$ cat src/rtl/core/scwm_pkg.sv
// shared types, constants and the popcount helper for the census window matcher
// no dependencies
`default_nettype none

package scwm_pkg;

  localparam int unsigned NumLanes      = 16;
  localparam int unsigned WordW         = 16;
  localparam int unsigned DescW         = 64;
  localparam int unsigned WordsPerField = DescW / WordW;
  localparam int unsigned NumFields     = NumLanes / WordsPerField;
  localparam int unsigned IdxW          = 12;
  localparam int unsigned DistW         = 9;
  localparam int unsigned BestW         = 10;
  localparam int unsigned LaneCntW      = $clog2(WordW + 1);

  localparam logic [BestW-1:0] BestInit    = BestW'(512);
  localparam logic [DistW-1:0] ThreshReset = DistW'(257);
  localparam logic [DistW-1:0] DistMax     = DistW'(256);

  typedef enum logic {
    ModeLoad    = 1'b0,
    ModeCompare = 1'b1
  } mode_e;

  // control that travels alongside the lane data
  typedef struct packed {
    logic            valid;
    mode_e           mode;
    logic            last;
    logic [IdxW-1:0] idx;
  } pipe_ctrl_t;

  // popcount of a 16 bit word as a shallow tree of nibble counts
  function automatic logic [LaneCntW-1:0] popcount16(input logic [WordW-1:0] v);
    logic [3:0][2:0] nib;
    logic [3:0]      p0;
    logic [3:0]      p1;
    nib[0] = 3'(v[0])  + 3'(v[1])  + 3'(v[2])  + 3'(v[3]);
    nib[1] = 3'(v[4])  + 3'(v[5])  + 3'(v[6])  + 3'(v[7]);
    nib[2] = 3'(v[8])  + 3'(v[9])  + 3'(v[10]) + 3'(v[11]);
    nib[3] = 3'(v[12]) + 3'(v[13]) + 3'(v[14]) + 3'(v[15]);
    p0 = 4'(nib[0]) + 4'(nib[1]);
    p1 = 4'(nib[2]) + 4'(nib[3]);
    return LaneCntW'(p0) + LaneCntW'(p1);
  endfunction

endpackage

`default_nettype wire

$ cat src/rtl/core/scwm_lane.sv
// one compare lane: xor of a reference and a candidate census word, registered popcount
// depends on scwm_pkg
`default_nettype none

module scwm_lane import scwm_pkg::*; (
  input  logic                clk_i,
  input  logic                en_i,
  input  logic [WordW-1:0]    ref_word_i,
  input  logic [WordW-1:0]    cand_word_i,
  output logic [LaneCntW-1:0] count_o
);

  logic [LaneCntW-1:0] count_q;
  logic [LaneCntW-1:0] count_d;

  assign count_d = popcount16(ref_word_i ^ cand_word_i);

  always_ff @(posedge clk_i) begin
    if (en_i) begin
      count_q <= count_d;
    end
  end

  assign count_o = count_q;

endmodule

`default_nettype wire

$ cat src/rtl/core/scwm_merge.sv
// merge stage: adder tree over the lane counts, winner-takes-all tracking, result register
// depends on scwm_pkg
`default_nettype none

module scwm_merge import scwm_pkg::*; (
  input  logic                               clk_i,
  input  logic                               rst_ni,
  input  pipe_ctrl_t                         ctrl_i,
  input  logic [NumLanes-1:0][LaneCntW-1:0]  counts_i,
  input  logic [DistW-1:0]                   threshold_i,
  input  logic                               out_stall_i,
  output logic                               adv_o,
  output logic                               out_valid_o,
  output logic [IdxW-1:0]                    out_left_index_o,
  output logic [IdxW-1:0]                    out_best_index_o,
  output logic [DistW-1:0]                   out_best_distance_o,
  output logic                               out_match_valid_o
);

  localparam int unsigned L1N = NumLanes / 2;
  localparam int unsigned L2N = NumLanes / 4;
  localparam int unsigned L3N = NumLanes / 8;

  // adder tree
  logic [L1N-1:0][LaneCntW:0]   lvl1;
  logic [L2N-1:0][LaneCntW+1:0] lvl2;
  logic [L3N-1:0][LaneCntW+2:0] lvl3;
  logic [DistW-1:0]             sum_d;
  logic [DistW-1:0]             sum_q;
  pipe_ctrl_t                   ctrl_q;

  always_comb begin
    for (int i = 0; i < L1N; i++) begin
      lvl1[i] = (LaneCntW+1)'(counts_i[2*i]) + (LaneCntW+1)'(counts_i[2*i+1]);
    end
    for (int i = 0; i < L2N; i++) begin
      lvl2[i] = (LaneCntW+2)'(lvl1[2*i]) + (LaneCntW+2)'(lvl1[2*i+1]);
    end
    for (int i = 0; i < L3N; i++) begin
      lvl3[i] = (LaneCntW+3)'(lvl2[2*i]) + (LaneCntW+3)'(lvl2[2*i+1]);
    end
    sum_d = DistW'(lvl3[0]) + DistW'(lvl3[1]);
  end

  // winner-takes-all state
  logic [IdxW-1:0]  ref_idx_q;
  logic [IdxW-1:0]  ref_idx_d;
  logic [BestW-1:0] best_q;
  logic [BestW-1:0] best_d;
  logic [IdxW-1:0]  bidx_q;
  logic [IdxW-1:0]  bidx_d;
  logic             out_valid_q;
  logic             out_valid_d;
  logic [IdxW-1:0]  out_left_q;
  logic [IdxW-1:0]  out_bidx_q;
  logic [DistW-1:0] out_dist_q;
  logic             out_match_q;

  logic             fire;
  logic             emit;
  logic             take;
  logic [BestW-1:0] cand_best;
  logic [IdxW-1:0]  cand_bidx;

  // the pipe only holds when a result is due and the result slot is still stuck
  assign adv_o = !(ctrl_q.valid && (ctrl_q.mode == ModeCompare) && ctrl_q.last &&
                   out_valid_q && out_stall_i);
  assign fire  = adv_o && ctrl_q.valid;
  assign emit  = fire && (ctrl_q.mode == ModeCompare) && ctrl_q.last;

  assign take      = BestW'(sum_q) < best_q;
  assign cand_best = take ? BestW'(sum_q) : best_q;
  assign cand_bidx = take ? ctrl_q.idx : bidx_q;

  always_comb begin
    ref_idx_d = ref_idx_q;
    best_d    = best_q;
    bidx_d    = bidx_q;
    if (fire) begin
      unique case (ctrl_q.mode)
        ModeLoad: begin
          ref_idx_d = ctrl_q.idx;
          best_d    = BestInit;
          bidx_d    = '0;
        end
        ModeCompare: begin
          if (ctrl_q.last) begin
            best_d = BestInit;
            bidx_d = '0;
          end else begin
            best_d = cand_best;
            bidx_d = cand_bidx;
          end
        end
        default: begin
          best_d = best_q;
        end
      endcase
    end
  end

  always_comb begin
    out_valid_d = out_valid_q;
    if (out_valid_q && !out_stall_i) begin
      out_valid_d = 1'b0;
    end
    if (emit) begin
      out_valid_d = 1'b1;
    end
  end

  always_ff @(posedge clk_i or negedge rst_ni) begin
    if (!rst_ni) begin
      ctrl_q      <= '0;
      ref_idx_q   <= '0;
      best_q      <= BestInit;
      bidx_q      <= '0;
      out_valid_q <= 1'b0;
    end else begin
      if (adv_o) begin
        ctrl_q <= ctrl_i;
      end
      ref_idx_q   <= ref_idx_d;
      best_q      <= best_d;
      bidx_q      <= bidx_d;
      out_valid_q <= out_valid_d;
    end
  end

  always_ff @(posedge clk_i) begin
    if (adv_o) begin
      sum_q <= sum_d;
    end
    if (emit) begin
      out_left_q  <= ref_idx_q;
      out_bidx_q  <= cand_bidx;
      out_dist_q  <= DistW'(cand_best);
      out_match_q <= cand_best < BestW'(threshold_i);
    end
  end

  assign out_valid_o         = out_valid_q;
  assign out_left_index_o    = out_left_q;
  assign out_best_index_o    = out_bidx_q;
  assign out_best_distance_o = out_dist_q;
  assign out_match_valid_o   = out_match_q;

`ifndef SYNTHESIS
  a_best_range: assert property (@(posedge clk_i) disable iff (!rst_ni)
    (best_q == BestInit) || (best_q <= BestW'(DistMax)))
    else $error("running best out of range");

  a_best_idx_idle: assert property (@(posedge clk_i) disable iff (!rst_ni)
    (best_q == BestInit) |-> (bidx_q == '0))
    else $error("best index set without a best distance");

  a_no_overwrite: assert property (@(posedge clk_i) disable iff (!rst_ni)
    !(emit && out_valid_q && out_stall_i))
    else $error("result overwritten while stalled");

  a_emit_shows: assert property (@(posedge clk_i) disable iff (!rst_ni)
    emit |=> out_valid_q)
    else $error("emitted result not presented");

  a_match_flag: assert property (@(posedge clk_i) disable iff (!rst_ni)
    (out_valid_q && out_match_q) |-> (out_dist_q < threshold_i))
    else $error("match flag disagrees with threshold");
`endif

endmodule

`default_nettype wire

$ cat src/rtl/core/sparse_census_window_matcher.sv
// sparse census window matcher: an accepted compare beat on the last candidate passes the
// lane, sum and result registers; one beat per cycle on the 16 lanes unless the pipe holds
// reset is asynchronous active low: running best to 512, indexes to 0, threshold to 257,
// pipe and result empty; the reference window holds no reset value until loaded
// the pipe holds only when a result is due and the previous result is still stalled
`default_nettype none

module sparse_census_window_matcher import scwm_pkg::*; (
  input  logic              clk_i,
  input  logic              rst_ni,
  // configuration
  input  logic              cfg_we_i,
  input  logic [DistW-1:0]  cfg_wdata_i,
  // input channel
  input  logic              in_valid_i,
  output logic              in_stall_o,
  input  logic              in_mode_i,
  input  logic [DescW-1:0]  in_desc_word_0_i,
  input  logic [DescW-1:0]  in_desc_word_1_i,
  input  logic [DescW-1:0]  in_desc_word_2_i,
  input  logic [DescW-1:0]  in_desc_word_3_i,
  input  logic [IdxW-1:0]   in_item_index_i,
  input  logic              in_last_candidate_i,
  // result channel
  output logic              out_valid_o,
  input  logic              out_stall_i,
  output logic [IdxW-1:0]   out_left_index_o,
  output logic [IdxW-1:0]   out_best_index_o,
  output logic [DistW-1:0]  out_best_distance_o,
  output logic              out_match_valid_o
);

  // match threshold register
  logic [DistW-1:0] thresh_q;

  always_ff @(posedge clk_i or negedge rst_ni) begin
    if (!rst_ni) begin
      thresh_q <= ThreshReset;
    end else if (cfg_we_i) begin
      thresh_q <= cfg_wdata_i;
    end
  end

  // input beat handshake, the whole pipe moves on adv
  logic adv;
  logic accept;

  assign in_stall_o = !adv;
  assign accept     = in_valid_i && adv;

  logic [NumFields-1:0][DescW-1:0] cand;

  assign cand[0] = in_desc_word_0_i;
  assign cand[1] = in_desc_word_1_i;
  assign cand[2] = in_desc_word_2_i;
  assign cand[3] = in_desc_word_3_i;

  // reference window, written straight from a load beat so the very next
  // compare beat already sees it in the lanes
  logic [NumFields-1:0][DescW-1:0] ref_win_q;

  always_ff @(posedge clk_i) begin
    if (accept && (mode_e'(in_mode_i) == ModeLoad)) begin
      ref_win_q <= cand;
    end
  end

  // control for stage one, in step with the lane counts
  pipe_ctrl_t ctrl_d;
  pipe_ctrl_t ctrl_q;

  always_comb begin
    ctrl_d.valid = accept;
    ctrl_d.mode  = mode_e'(in_mode_i);
    ctrl_d.last  = in_last_candidate_i;
    ctrl_d.idx   = in_item_index_i;
  end

  always_ff @(posedge clk_i or negedge rst_ni) begin
    if (!rst_ni) begin
      ctrl_q <= '0;
    end else if (adv) begin
      ctrl_q <= ctrl_d;
    end
  end

  // sixteen xor / popcount lanes, one census word each
  logic [NumLanes-1:0][LaneCntW-1:0] counts;

  for (genvar g = 0; g < NumLanes; g++) begin : g_lane
    scwm_lane u_lane (
      .clk_i       (clk_i),
      .en_i        (adv),
      .ref_word_i  (ref_win_q[g / WordsPerField][(g % WordsPerField) * WordW +: WordW]),
      .cand_word_i (cand[g / WordsPerField][(g % WordsPerField) * WordW +: WordW]),
      .count_o     (counts[g])
    );
  end

  // adder tree, running best and the result register
  scwm_merge u_merge (
    .clk_i               (clk_i),
    .rst_ni              (rst_ni),
    .ctrl_i              (ctrl_q),
    .counts_i            (counts),
    .threshold_i         (thresh_q),
    .out_stall_i         (out_stall_i),
    .adv_o               (adv),
    .out_valid_o         (out_valid_o),
    .out_left_index_o    (out_left_index_o),
    .out_best_index_o    (out_best_index_o),
    .out_best_distance_o (out_best_distance_o),
    .out_match_valid_o   (out_match_valid_o)
  );

endmodule

`default_nettype wire

$ cat config.mk
export PLATFORM = sky130hd
export DESIGN_NAME = sparse_census_window_matcher
export DESIGN_NICKNAME = d
export VERILOG_FILES = /design/src/rtl/core/scwm_pkg.sv /design/src/rtl/core/scwm_lane.sv /design/src/rtl/core/scwm_merge.sv /design/src/rtl/core/sparse_census_window_matcher.sv
export SDC_FILE = /design/constraint.sdc
export NUM_CORES = 1
export LEC_CHECK = 0
export ABC_AREA = 0
export CORE_UTILIZATION = 52
export CTS_BUF_LIST = sky130_fd_sc_hd__clkbuf_8
export DETAILED_ROUTE_END_ITERATION = 10
export DONT_BUFFER_PORTS = 1
export GPL_TIMING_DRIVEN = 0
export MAX_ROUTING_LAYER = met4
export PLACE_DENSITY = 0.74
export SYNTH_ARGS = -nofsm -noshare
export SYNTH_HDL_FRONTEND = slang
export SYNTH_SLANG_ARGS = --single-unit
$ cat constraint.sdc
create_clock -name clk_i -period 28.9 [get_ports clk_i]
set_input_delay 5.78 -clock clk_i [delete_from_list [all_inputs] [get_ports clk_i]]
set_output_delay 5.78 -clock clk_i [all_outputs]
set_load 0.05 [all_outputs]
==> results of run 1 <==
logic make-up (layout without fill, tap and decap cells):
kind of cell    count (synthesis)  count (layout)  synth area share, %
mux                            25              25                1.064
xor+xnor                      277             277                9.173
fa+ha+maj                     452             452                27.80
buf+inv                       498             666                7.276
simple gates                  122             122                1.869
flops                         453             453                50.04
compound gates                 99              99                2.777
flip-flops by register name, indices dropped and copies added (netlist names):
name and flops:
ctrl_q 15, g_lane.u_lane.count_o 80, ref_win_q 256, thresh_q 9
u_merge.best_q 10, u_merge.bidx_q 12, u_merge.ctrl_q 15, u_merge.out_best_distance_o 9
u_merge.out_best_index_o 12, u_merge.out_left_index_o 12, u_merge.out_match_valid_o 1, u_merge.out_valid_o 1
u_merge.ref_idx_q 12, u_merge.sum_q 9
path summary, 6_finish.rpt:
path,start,endpoint,slack (ps),cells after the start
setup / recovery,out_stall_i,in_stall_o,16340,5
hold / removal,u_merge.ref_idx_q[9],u_merge.out_left_index_o[9],450,0
setup reg to reg,g_lane[0].u_lane.count_o[2],u_merge.sum_q[8],23530,18
hold reg to reg,u_merge.ref_idx_q[9],u_merge.out_left_index_o[9],450,0
max in group asynchronous,rst_ni,u_merge.best_q[9],23840,0
min in group asynchronous,rst_ni,u_merge.best_q[0],4850,0
final cells by class:
class | instances | area, sq um
sequential | 453 | 13240
buffer | 17 | 120.1
tap | 672 | 840.8
timing repair buffer | 24 | 284.0
clock inverter | 63 | 402.9
multi-input combinational | 975 | 11300
fill | 3910 | 21060
clock buffer | 81 | 1115
inverter | 481 | 1805
per-layer routing:
layer,vias up,share of wire (%)
met2,317,50
met3,70,7.2
met1,6588,41
met4,0,2.1
li1,6343,-
met5,-,0
stage by stage:
stage | util, % | cells | area [sq um]
final | 58.02 | 2766 | 29110
after CTS | 58.02 | 2766 | 29110
after global placement | 54.39 | 2598 | 27290
after detailed placement | 55.00 | 2622 | 27590
after floorplan | - | 1926 | 26450
after global routing | 58.02 | 2766 | 29110
synth_stat cells (6+ instances only):
library cell and count:
inv_1 481, edfxtp_1 379, fa_1 226, ha_1 226, xor2_1 151, xnor2_1 126, nand2_1 103, dfrtp_1 71
a21o_1 35, mux2_2 25, a22o_1 21, o21ai_0 18, a21oi_1 15, buf_6 6, nand2b_1 6
==> summary.txt, run 1 <==
Clock network
  • Setup bufs post-CTS: 0
  • TritonCTS clock tree: done
  • Htree depth: 3
  • Clk root buf: clkbuf_8
  • CTS max path bufs: 3
  • Skew-Pair Late Insertion Delay: 640 ps
  • Post-CTS sizing: 0
  • CTS hold repair buffers: 0
  • Num Clock Sinks: 453
  • Worst-path clk slew: 60 ps
  • CTS buffer count: 79

GRT
  • Met1 GRT Util: 23.79%
  • Total GRT Usage: 19.83%
  • Initial antenna violation count: 0
  • Pin count of the biggest net entering global routing: 75
  • Vias in the first global route: 14.98k
  • GR Layer Usage met2: 31.83%
  • First-pass GRT wire length: 76.18 mm
  • Met3 Usage GRT: 5.963%
  • Top Usage Layer GRT: met2
  • Total congestion overflow: 0

Critical path
  • Crit-path cells: nand2_1 -> or2_2 -> buf_2 -> inv_1 -> buf_2
  • Data required, critical path: 23,120 ps
  • Critical Setup Path Class: in2out
  • Crit path top cell by count: buf_2
  • Data arrival time of the worst path: 6790 ps
  • Crit-path max FO: 10
  • Slowest CP cell: buf_2
  • Crit path max-delay family: buffers and inverters
  • Crit path largest cell delay: 380 ps
  • Startpoint types: input pin
  • Buf/Inv on CP: 3
  • Worst setup EP type: output pin

Layout
  • Commonest non-fill, non-tap cell in the layout: inv_1
  • Nets: 2,767
  • Layout cell share with drive strength beyond 1: 8.309%
  • Antenna cells: 0
  • Syn-to-layout area delta: 10.06%
  • Commonest non-fill, non-tap cells in the layout: inv_1, edfxtp_1, fa_1, ha_1, xor2_1

Logic synthesis
  • YS warnings: 0
  • Post-synth EDFFs: 379
  • Post-synth ARST share: 16.34%
  • Cells after synthesis: 1,926
  • Syn_nets: 2,662
  • Most used flip-flop cell after synthesis: edfxtp_1
  • Area contributors post-synth: edfxtp_1, fa_1, ha_1, inv_1, dfrtp_1
  • Distinct cells, synth: 36
  • Post-synth top area share: 43.03%
  • Synth Cell Area: 26,450 sq um
  • Synth area leader: edfxtp_1
  • Post-synthesis sequential area ratio: 50.04%
  • Syn_area_per_cell: 13.73 sq um
  • Number of synthesized register bits: 453

Routing
  • Drt total wl: 46.70 mm
  • Initial DRT Pass Iterations: 4
  • DRT iter0 DRCs: 619
  • Avg WL per Cell: 16.88 microns
  • Vias post-DR: 13.32k
  • Vias per cell: 4.815
  • DRC Markers: 0
  • Post-route ant nets: 0

Die
  • Die Y: 227.5 microns
  • I/O pin total: 320
  • Num rows: 82
  • Die W: 227.5 microns
  • Initial core utilization: 52.72%
  • Die area: 51,770 sq um
  • Area of the core: 50,170 sq um

STA
  • Post-route clock period utilization: 43.48%
  • Final hold vios: 0
  • Max frequency: 79.59 MHz
  • Final Slew Violations: 0
  • Worst slew pin tran: 1018 ps
  • Clock Skew: 25.42 ps
  • Final setup margin: 16,340 ps
  • WHS: 448.9 ps
  • Normalized max-slew margin: 31.97%
  • Setup TNS: 0 ps
  • RSZ-0062 raised after global routing: no
  • Minimum clock period: 12,560 ps
  • # setup viols final: 0

Place
  • Pre-CTS setup slack: 16,330 ps
  • Routability cong.: 0.8586
  • Port Buffer Count: 0
  • Post-DP HPWL: 37.42 mm

Worst hold path
  • Hold Path Class: reg2reg

Status
  • Outcome: complete, no violations

Job
  • Max_cap viols: 0
Power of run 1 is not shown: default switching activity piles up to over one toggle a cycle in this logic, so the estimate is an artifact.
==> inputs of run 2 (changes only) <==
Settings changed: ABC_AREA 0 to 1.
Clock period 28.9 ns to 13 ns, I/O delays scaled along.
==> summary.txt, run 2 <==
Logic synthesis
  • Post-synthesis sequential area ratio: 49.83% (-0.22 points)
  • Synth cell count leaders: inv_1, edfxtp_1, fa_1, ha_1, xor2_1
  • Largest family of logic cells by synthesized area: adder cells
  • Post-synth EDFFs: 379 (unchanged)
  • Post-synthesis compound-gate area fraction: 2.506% (-0.27 points)
  • Multiplexer share of the synthesized area: 0.04239% (-1.0 points)
  • Simple-gate area share of the yosys netlist: 2.798% (+0.93 points)
  • Syn_nets: 2,756 (+3.5%)
  • YS warnings: 0 (unchanged)
  • Synth area leader: edfxtp_1
  • Count leader, synth: inv_1
  • Number of synthesized register bits: 453 (unchanged)
  • Post-synth ARST share: 16.34% (unchanged)
  • Syn_area_per_cell: 13.15 sq um (-4.2%)
  • Most used flip-flop cell after synthesis: edfxtp_1
  • Area contributors post-synth: edfxtp_1, fa_1, ha_1, inv_1, dfrtp_1
  • Distinct cells, synth: 33 (-8.3%)
  • XOR/XNOR share of the synthesized area: 9.133% (-0.040 points)
  • Post-synth top area share: 42.84% (-0.19 points)
  • Cells after synthesis: 2,020 (+4.9%)
  • Synth Cell Area: 26,560 sq um (+0.44%)
  • Adder-cell share of the synthesized area: 27.68% (-0.12 points)

STA
  • Final Slew Violations: 0 (unchanged)
  • Normalized max-slew margin: 48.03% (+16 points)
  • Setup TNS: 0 ps (unchanged)
  • Minimum clock period: 5960 ps
  • Worst slew pin tran: 779.6 ps (-238.6 ps)
  • Clock Skew: 39.70 ps (+14.28 ps)
  • Max frequency: 167.8 MHz
  • # setup viols final: 0 (unchanged)
  • RSZ-0062 raised after global routing: no
  • Post-route clock period utilization: 45.85%
  • Final hold vios: 0 (unchanged)

Routing
  • DRT iter0 DRCs: 583 (-5.8%)
  • DRC Markers: 0 (unchanged)
  • Vias per cell: 4.805 (-0.21%)
  • Vias post-DR: 13.72k (+3.0%)
  • Drt total wl: 47.51 mm (+1.7%)
  • Initial DRT Pass Iterations: 4 (unchanged)
  • Avg WL per Cell: 16.64 microns (-1.4%)
  • Post-route ant nets: 0 (unchanged)

Clock network
  • Clk root buf: clkbuf_8
  • CTS max path bufs: 3 (unchanged)
  • Worst-path clk slew: 60 ps (about the same)
  • TritonCTS clock tree: done
  • Post-CTS sizing: 0 (unchanged)
  • CTS hold repair buffers: 0 (unchanged)
  • Skew-Pair Late Insertion Delay: 660 ps (+20 ps)
  • Setup bufs post-CTS: 0 (unchanged)
  • Num Clock Sinks: 453 (unchanged)
  • CTS buffer count: 82 (+3.8%)
  • Htree depth: 3 (unchanged)

Place
  • Port Buffer Count: 0 (unchanged)
  • Post-DP HPWL: 37.77 mm (+0.94%)
  • Routability cong.: 0.8637 (+0.59%)
  • Placed cell areas: 27,650 sq um (+0.21%)

Layout
  • Syn-to-layout area delta: 10.44%
  • Max reg flops: 256 (unchanged)
  • Commonest non-fill, non-tap cell in the layout: inv_1
  • Most flop-heavy register: ref_win_q
  • Nets: 2,850 (+3.0%)
  • Commonest non-fill, non-tap cells in the layout: inv_1, edfxtp_1, fa_1, ha_1, xor2_1
  • Layout cell share with drive strength beyond 1: 8.341% (+0.032 points)
  • Final instance area: 29,340 sq um (+0.78%)

GRT
  • Initial antenna violation count: 1 (+1)
  • Top Usage Layer GRT: met2
  • Vias in the first global route: 15.34k (+2.5%)
  • Pin count of the biggest net entering global routing: 75 (unchanged)
  • Total GRT Usage: 19.95% (+0.13 points)
  • First-pass GRT wire length: 78.52 mm (+3.1%)
  • GR Layer Usage met2: 32.47% (+0.64 points)
  • Total congestion overflow: 0 (unchanged)
  • Met3 Usage GRT: 5.413% (-0.55 points)
  • Met1 GRT Util: 23.87% (+0.081 points)

Critical path
  • Crit-path max FO: 10 (unchanged)
  • Critical Setup Path Class: in2out
  • Crit path largest cell delay: 430 ps (+50 ps)
  • Data required, critical path: 10,400 ps (-12,720 ps)
  • Crit-path cells: nand2_1 -> nor2_4 -> buf_2
  • Slowest CP cell: buf_2
  • Data arrival time of the worst path: 3360 ps (-3430 ps)
  • Worst setup EP type: output pin
  • Startpoint types: input pin

Die
  • Die Y: 228.0 microns (+0.22%)
  • Num rows: 82 (unchanged)
  • Die W: 228.0 microns (+0.22%)
  • Area of the core: 50,270 sq um (+0.20%)
  • I/O pin total: 320 (unchanged)
  • Initial core utilization: 52.84% (+0.12 points)
  • Die area: 51,990 sq um (+0.43%)

Worst hold path
  • Hold Path Class: reg2reg

Status
  • Outcome: complete, no violations

Job
  • Max_cap viols: 0 (unchanged)
run 2: changes by cell type in the layout (fill, tap and decap cells not counted), moves of 6 or more:
cell and change:
o21ai_0 +13, buf_6 -21, mux2_2 -24, o21ai_1 +7
o21ai_2 +20, a21oi_1 +11, nand2_1 +26, nand3_1 +18
a22o_1 -21, nand2_2 +10, o22ai_1 +17, nand2b_1 -6
inv_1 +54, a21o_1 -35
run 2: cells by family (layout without fill, tap and decap cells):
family / Yosys count / count (layout)
other: 0 / 1
flip-flops: 453 / 453
XOR/XNOR: 277 / 277
AND/OR/NAND/NOR: 174 / 174
buffers and inverters: 557 / 719
AO/OA/AOI/OAI: 106 / 106
multiplexers: 1 / 1
adder cells (fa/ha/maj): 452 / 452
run 2: cell type report:
type                       instances  area (sq um)
fill                            4011         20940
sequential                       453         13240
multi-input combinational       1010         11220
inverter                         540          2027
clock buffer                      83          1142
tap                              672         840.8
clock inverter                    69         541.8
timing repair buffer              10         222.7
buffer                            17         106.4
antenna                            1         2.502
run 2: metrics by stage:
step | cells | util [%] | hold slack, ps | setup WS [ps]
final | 2855 | 58.35 | 444.9 | 7040
after global routing | 2855 | 58.35 | 458.4 | 6994
after CTS | 2854 | 58.35 | 453.4 | 7038
after detailed placement | 2702 | 55.00 | 431.5 | 7041
after global placement | 2692 | 54.52 | 436.1 | 291.9
after floorplan | 2020 | - | 419.8 | 2899
run 2: worst max-delay path: cells and delay by family:
family	cells	cell delay, ps
and+or+nand+nor	2	330
buffers and inverters	1	430
run 2: metal layers:
metal,part of all wire (%),wire length [microns]
met5,0,0
met4,3.2,1517
met3,5.9,2806
met2,51,24020
met1,40,19160
run 2: worst paths after layout:
| check | end | startpoint | depth (start not counted) | slack, ps |
|---|---|---|---|---|
| worst max-delay path | in_stall_o | out_stall_i | 3 | 7040 |
| worst min-delay path | u_merge.ctrl_q[13] | ctrl_q[13] | 2 | 440 |
| worst max register to register | u_merge.sum_q[8] | g_lane[6].u_lane.count_o[2] | 18 | 7720 |
| worst min register to register | u_merge.ctrl_q[13] | ctrl_q[13] | 2 | 440 |
| max in group asynchronous | thresh_q[0] | rst_ni | 0 | 11160 |
| min in group asynchronous | thresh_q[7] | rst_ni | 0 | 1630 |
Power of run 2 is left out for the same reason.
==> inputs of run 3 (changes only) <==
Settings changed: PLACE_DENSITY 0.74 to 0.77.
Clock period 13 ns to 5.35 ns, I/O delays scaled along.
==> summary.txt, run 3 (synthesis gave the netlist of run 2 again) <==
Critical path
  • Data required, critical path: 5730 ps (-4670 ps)
  • Critical Setup Path Class: reg2reg
  • Flop2flop setup slack: 190 ps (-7530 ps)
  • CP Capture Point: u_merge.sum_q[8]
  • R2r endpoint: u_merge.sum_q[8]
  • R2R depth: 18 (unchanged)
  • Data arrival time of the worst path: 5540 ps (+2180 ps)
  • RR Startpoint: g_lane[5].u_lane.count_o[2]
  • Startpoint types: register
  • Launch point of the worst path: g_lane[5].u_lane.count_o[2]
  • Crit-path max FO: 2 (-8)
  • Worst setup EP type: register

Place
  • Port Buffer Count: 0 (unchanged)
  • Post-DP HPWL: 38.16 mm (+1.0%)
  • Placed cell areas: 27,610 sq um (-0.13%)
  • Placed cells: 2,700 (-0.074%)
  • Routability cong.: 0.9004 (+4.2%)

STA
  • Worst slew pin tran: 1004 ps (+224.0 ps)
  • Max frequency: 193.7 MHz
  • Final hold vios: 0 (unchanged)
  • Setup TNS: 0 ps (unchanged)
  • Normalized max-slew margin: 32.94% (-15 points)
  • Clock Skew: 38.87 ps (-0.8337 ps)
  • RSZ-0062 raised after global routing: no
  • Post-route clock period utilization: 96.49%
  • Minimum clock period: 5162 ps
  • # setup viols final: 0 (unchanged)
  • Final Slew Violations: 0 (unchanged)

Die
  • Die W: 228.0 microns (unchanged)
  • Area of the core: 50,270 sq um (unchanged)
  • Die Y: 228.0 microns (unchanged)
  • Die area: 51,990 sq um (unchanged)
  • Num rows: 82 (unchanged)
  • Initial core utilization: 52.84% (unchanged)
  • I/O pin total: 320 (unchanged)

Routing
  • Vias per cell: 4.857 (+1.1%)
  • Post-route ant nets: 0 (unchanged)
  • DRT iter0 DRCs: 550 (-5.7%)
  • Drt total wl: 48.37 mm (+1.8%)
  • Avg WL per Cell: 17.01 microns (+2.2%)
  • Initial DRT Pass Iterations: 5 (+1)
  • DRC Markers: 0 (unchanged)
  • Vias post-DR: 13.81k (+0.70%)

Clock network
  • Worst-path clk slew: 60 ps (about the same)
  • CTS buffer count: 79 (-3.7%)
  • Num Clock Sinks: 453 (unchanged)
  • Skew-Pair Late Insertion Delay: 660 ps (about the same)
  • Htree depth: 3 (unchanged)
  • Clk root buf: clkbuf_8
  • CTS hold repair buffers: 0 (unchanged)
  • CTS max path bufs: 3 (unchanged)
  • TritonCTS clock tree: done

Layout
  • Commonest non-fill, non-tap cell in the layout: inv_1
  • Nets: 2,845 (-0.18%)
  • Post-Layout Cell Count: 2,844 (-0.39%)
  • Fill count: 4,006 (-0.12%)
  • Antenna cells: 0 (-1)
  • Syn-to-layout area delta: 9.727%
  • Multi-input logic area: 11,250 sq um (+0.27%)
  • Final instance area: 29,150 sq um (-0.64%)
  • Commonest non-fill, non-tap cells in the layout: inv_1, edfxtp_1, ha_1
  • Layout cell share with drive strength beyond 1: 7.873% (-0.47 points)
  • Most flop-heavy register: ref_win_q
  • Max reg flops: 256 (unchanged)
  • Core occupancy in the finished layout: 57.98% (-0.38 points)
  • Register area: 13,240 sq um (unchanged)

GRT
  • Total congestion overflow: 0 (unchanged)
  • First-pass GRT wire length: 79.90 mm (+1.7%)
  • Pin count of the biggest net entering global routing: 75 (unchanged)
  • Vias in the first global route: 15.77k (+2.8%)
  • Initial antenna violation count: 0 (-1)
  • Total GRT Usage: 20.27% (+0.31 points)

Status
  • Outcome: complete, no violations

Worst hold path
  • Hold Path Class: in2async

Job
  • Max_cap viols: 0 (unchanged)
[run 3: cell count changes in the layout (fill, tap and decap cells not counted), moves of 2 or more]
cell,before,now
bufinv_16,8,4
inv_1,555,565
clkinv_2,15,6
clkinv_8,2,0
buf_16,3,0
nand2_1,129,127
clkinv_1,19,14
[run 3: routing by layer]
layer	routed length, microns	GRT usage [%]
met5	0	-
met4	1388	7.760
met3	3359	5.325
met2	23830	32.86
met1	19780	24.29
[run 3: per-stage QoR]
stage	hold slack (ps)	worst slack [ps]
2_1_floorplan	419.8	-180.1
3_3_place_gp	426.0	-1611
3_5_place_dp	434.1	102.7
4_1_cts	32.79	83.86
5_1_grt	59.69	11.61
6_report	109.0	187.8
[run 3: layout make-up]
cell class	count	share of cell area (%)
Inverter	540	6.963
Tap cell	672	2.885
Timing Repair Buffer	8	0.5495
Multi-Input combinational cell	1010	38.59
Clock buffer	84	3.966
Sequential cell	453	45.41
Buffer	17	0.3649
Clock inverter	60	1.275
[run 3: worst max-delay path: stages (launching register included)]
cell      delay, ps
edfxtp_1        370
inv_1            70
fa_1            510
inv_1            70
fa_1            600
fa_1            460
fa_1            510
fa_1            550
inv_1            60
fa_1            540
inv_1            50
ha_1            230
fa_2            360
nand3_1         110
nand2_1         100
nand2_1          70
nand2_1          60
a21oi_2         120
xnor2_1          90
[run 3: worst min path at each step]
stage | endpoint | cells after the start
6_report | u_merge.bidx_q[0] | 0
5_1_grt | thresh_q[5] | 0
4_1_cts | u_merge.bidx_q[0] | 0
3_5_place_dp | u_merge.out_left_index_o[7] | 0
3_3_place_gp | u_merge.ctrl_q[12] | 2
2_1_floorplan | u_merge.ctrl_q[12] | 2
[run 3: timing repair]
| action | 4_1_cts | 5_1_grt |
|---|---|---|
| gates resized for setup | 0 | 2 |
| endpoints found under the setup margin | 0 | 1 |
| buffers inserted | 0 | 0 |
Power of run 3 is left out for the same reason.
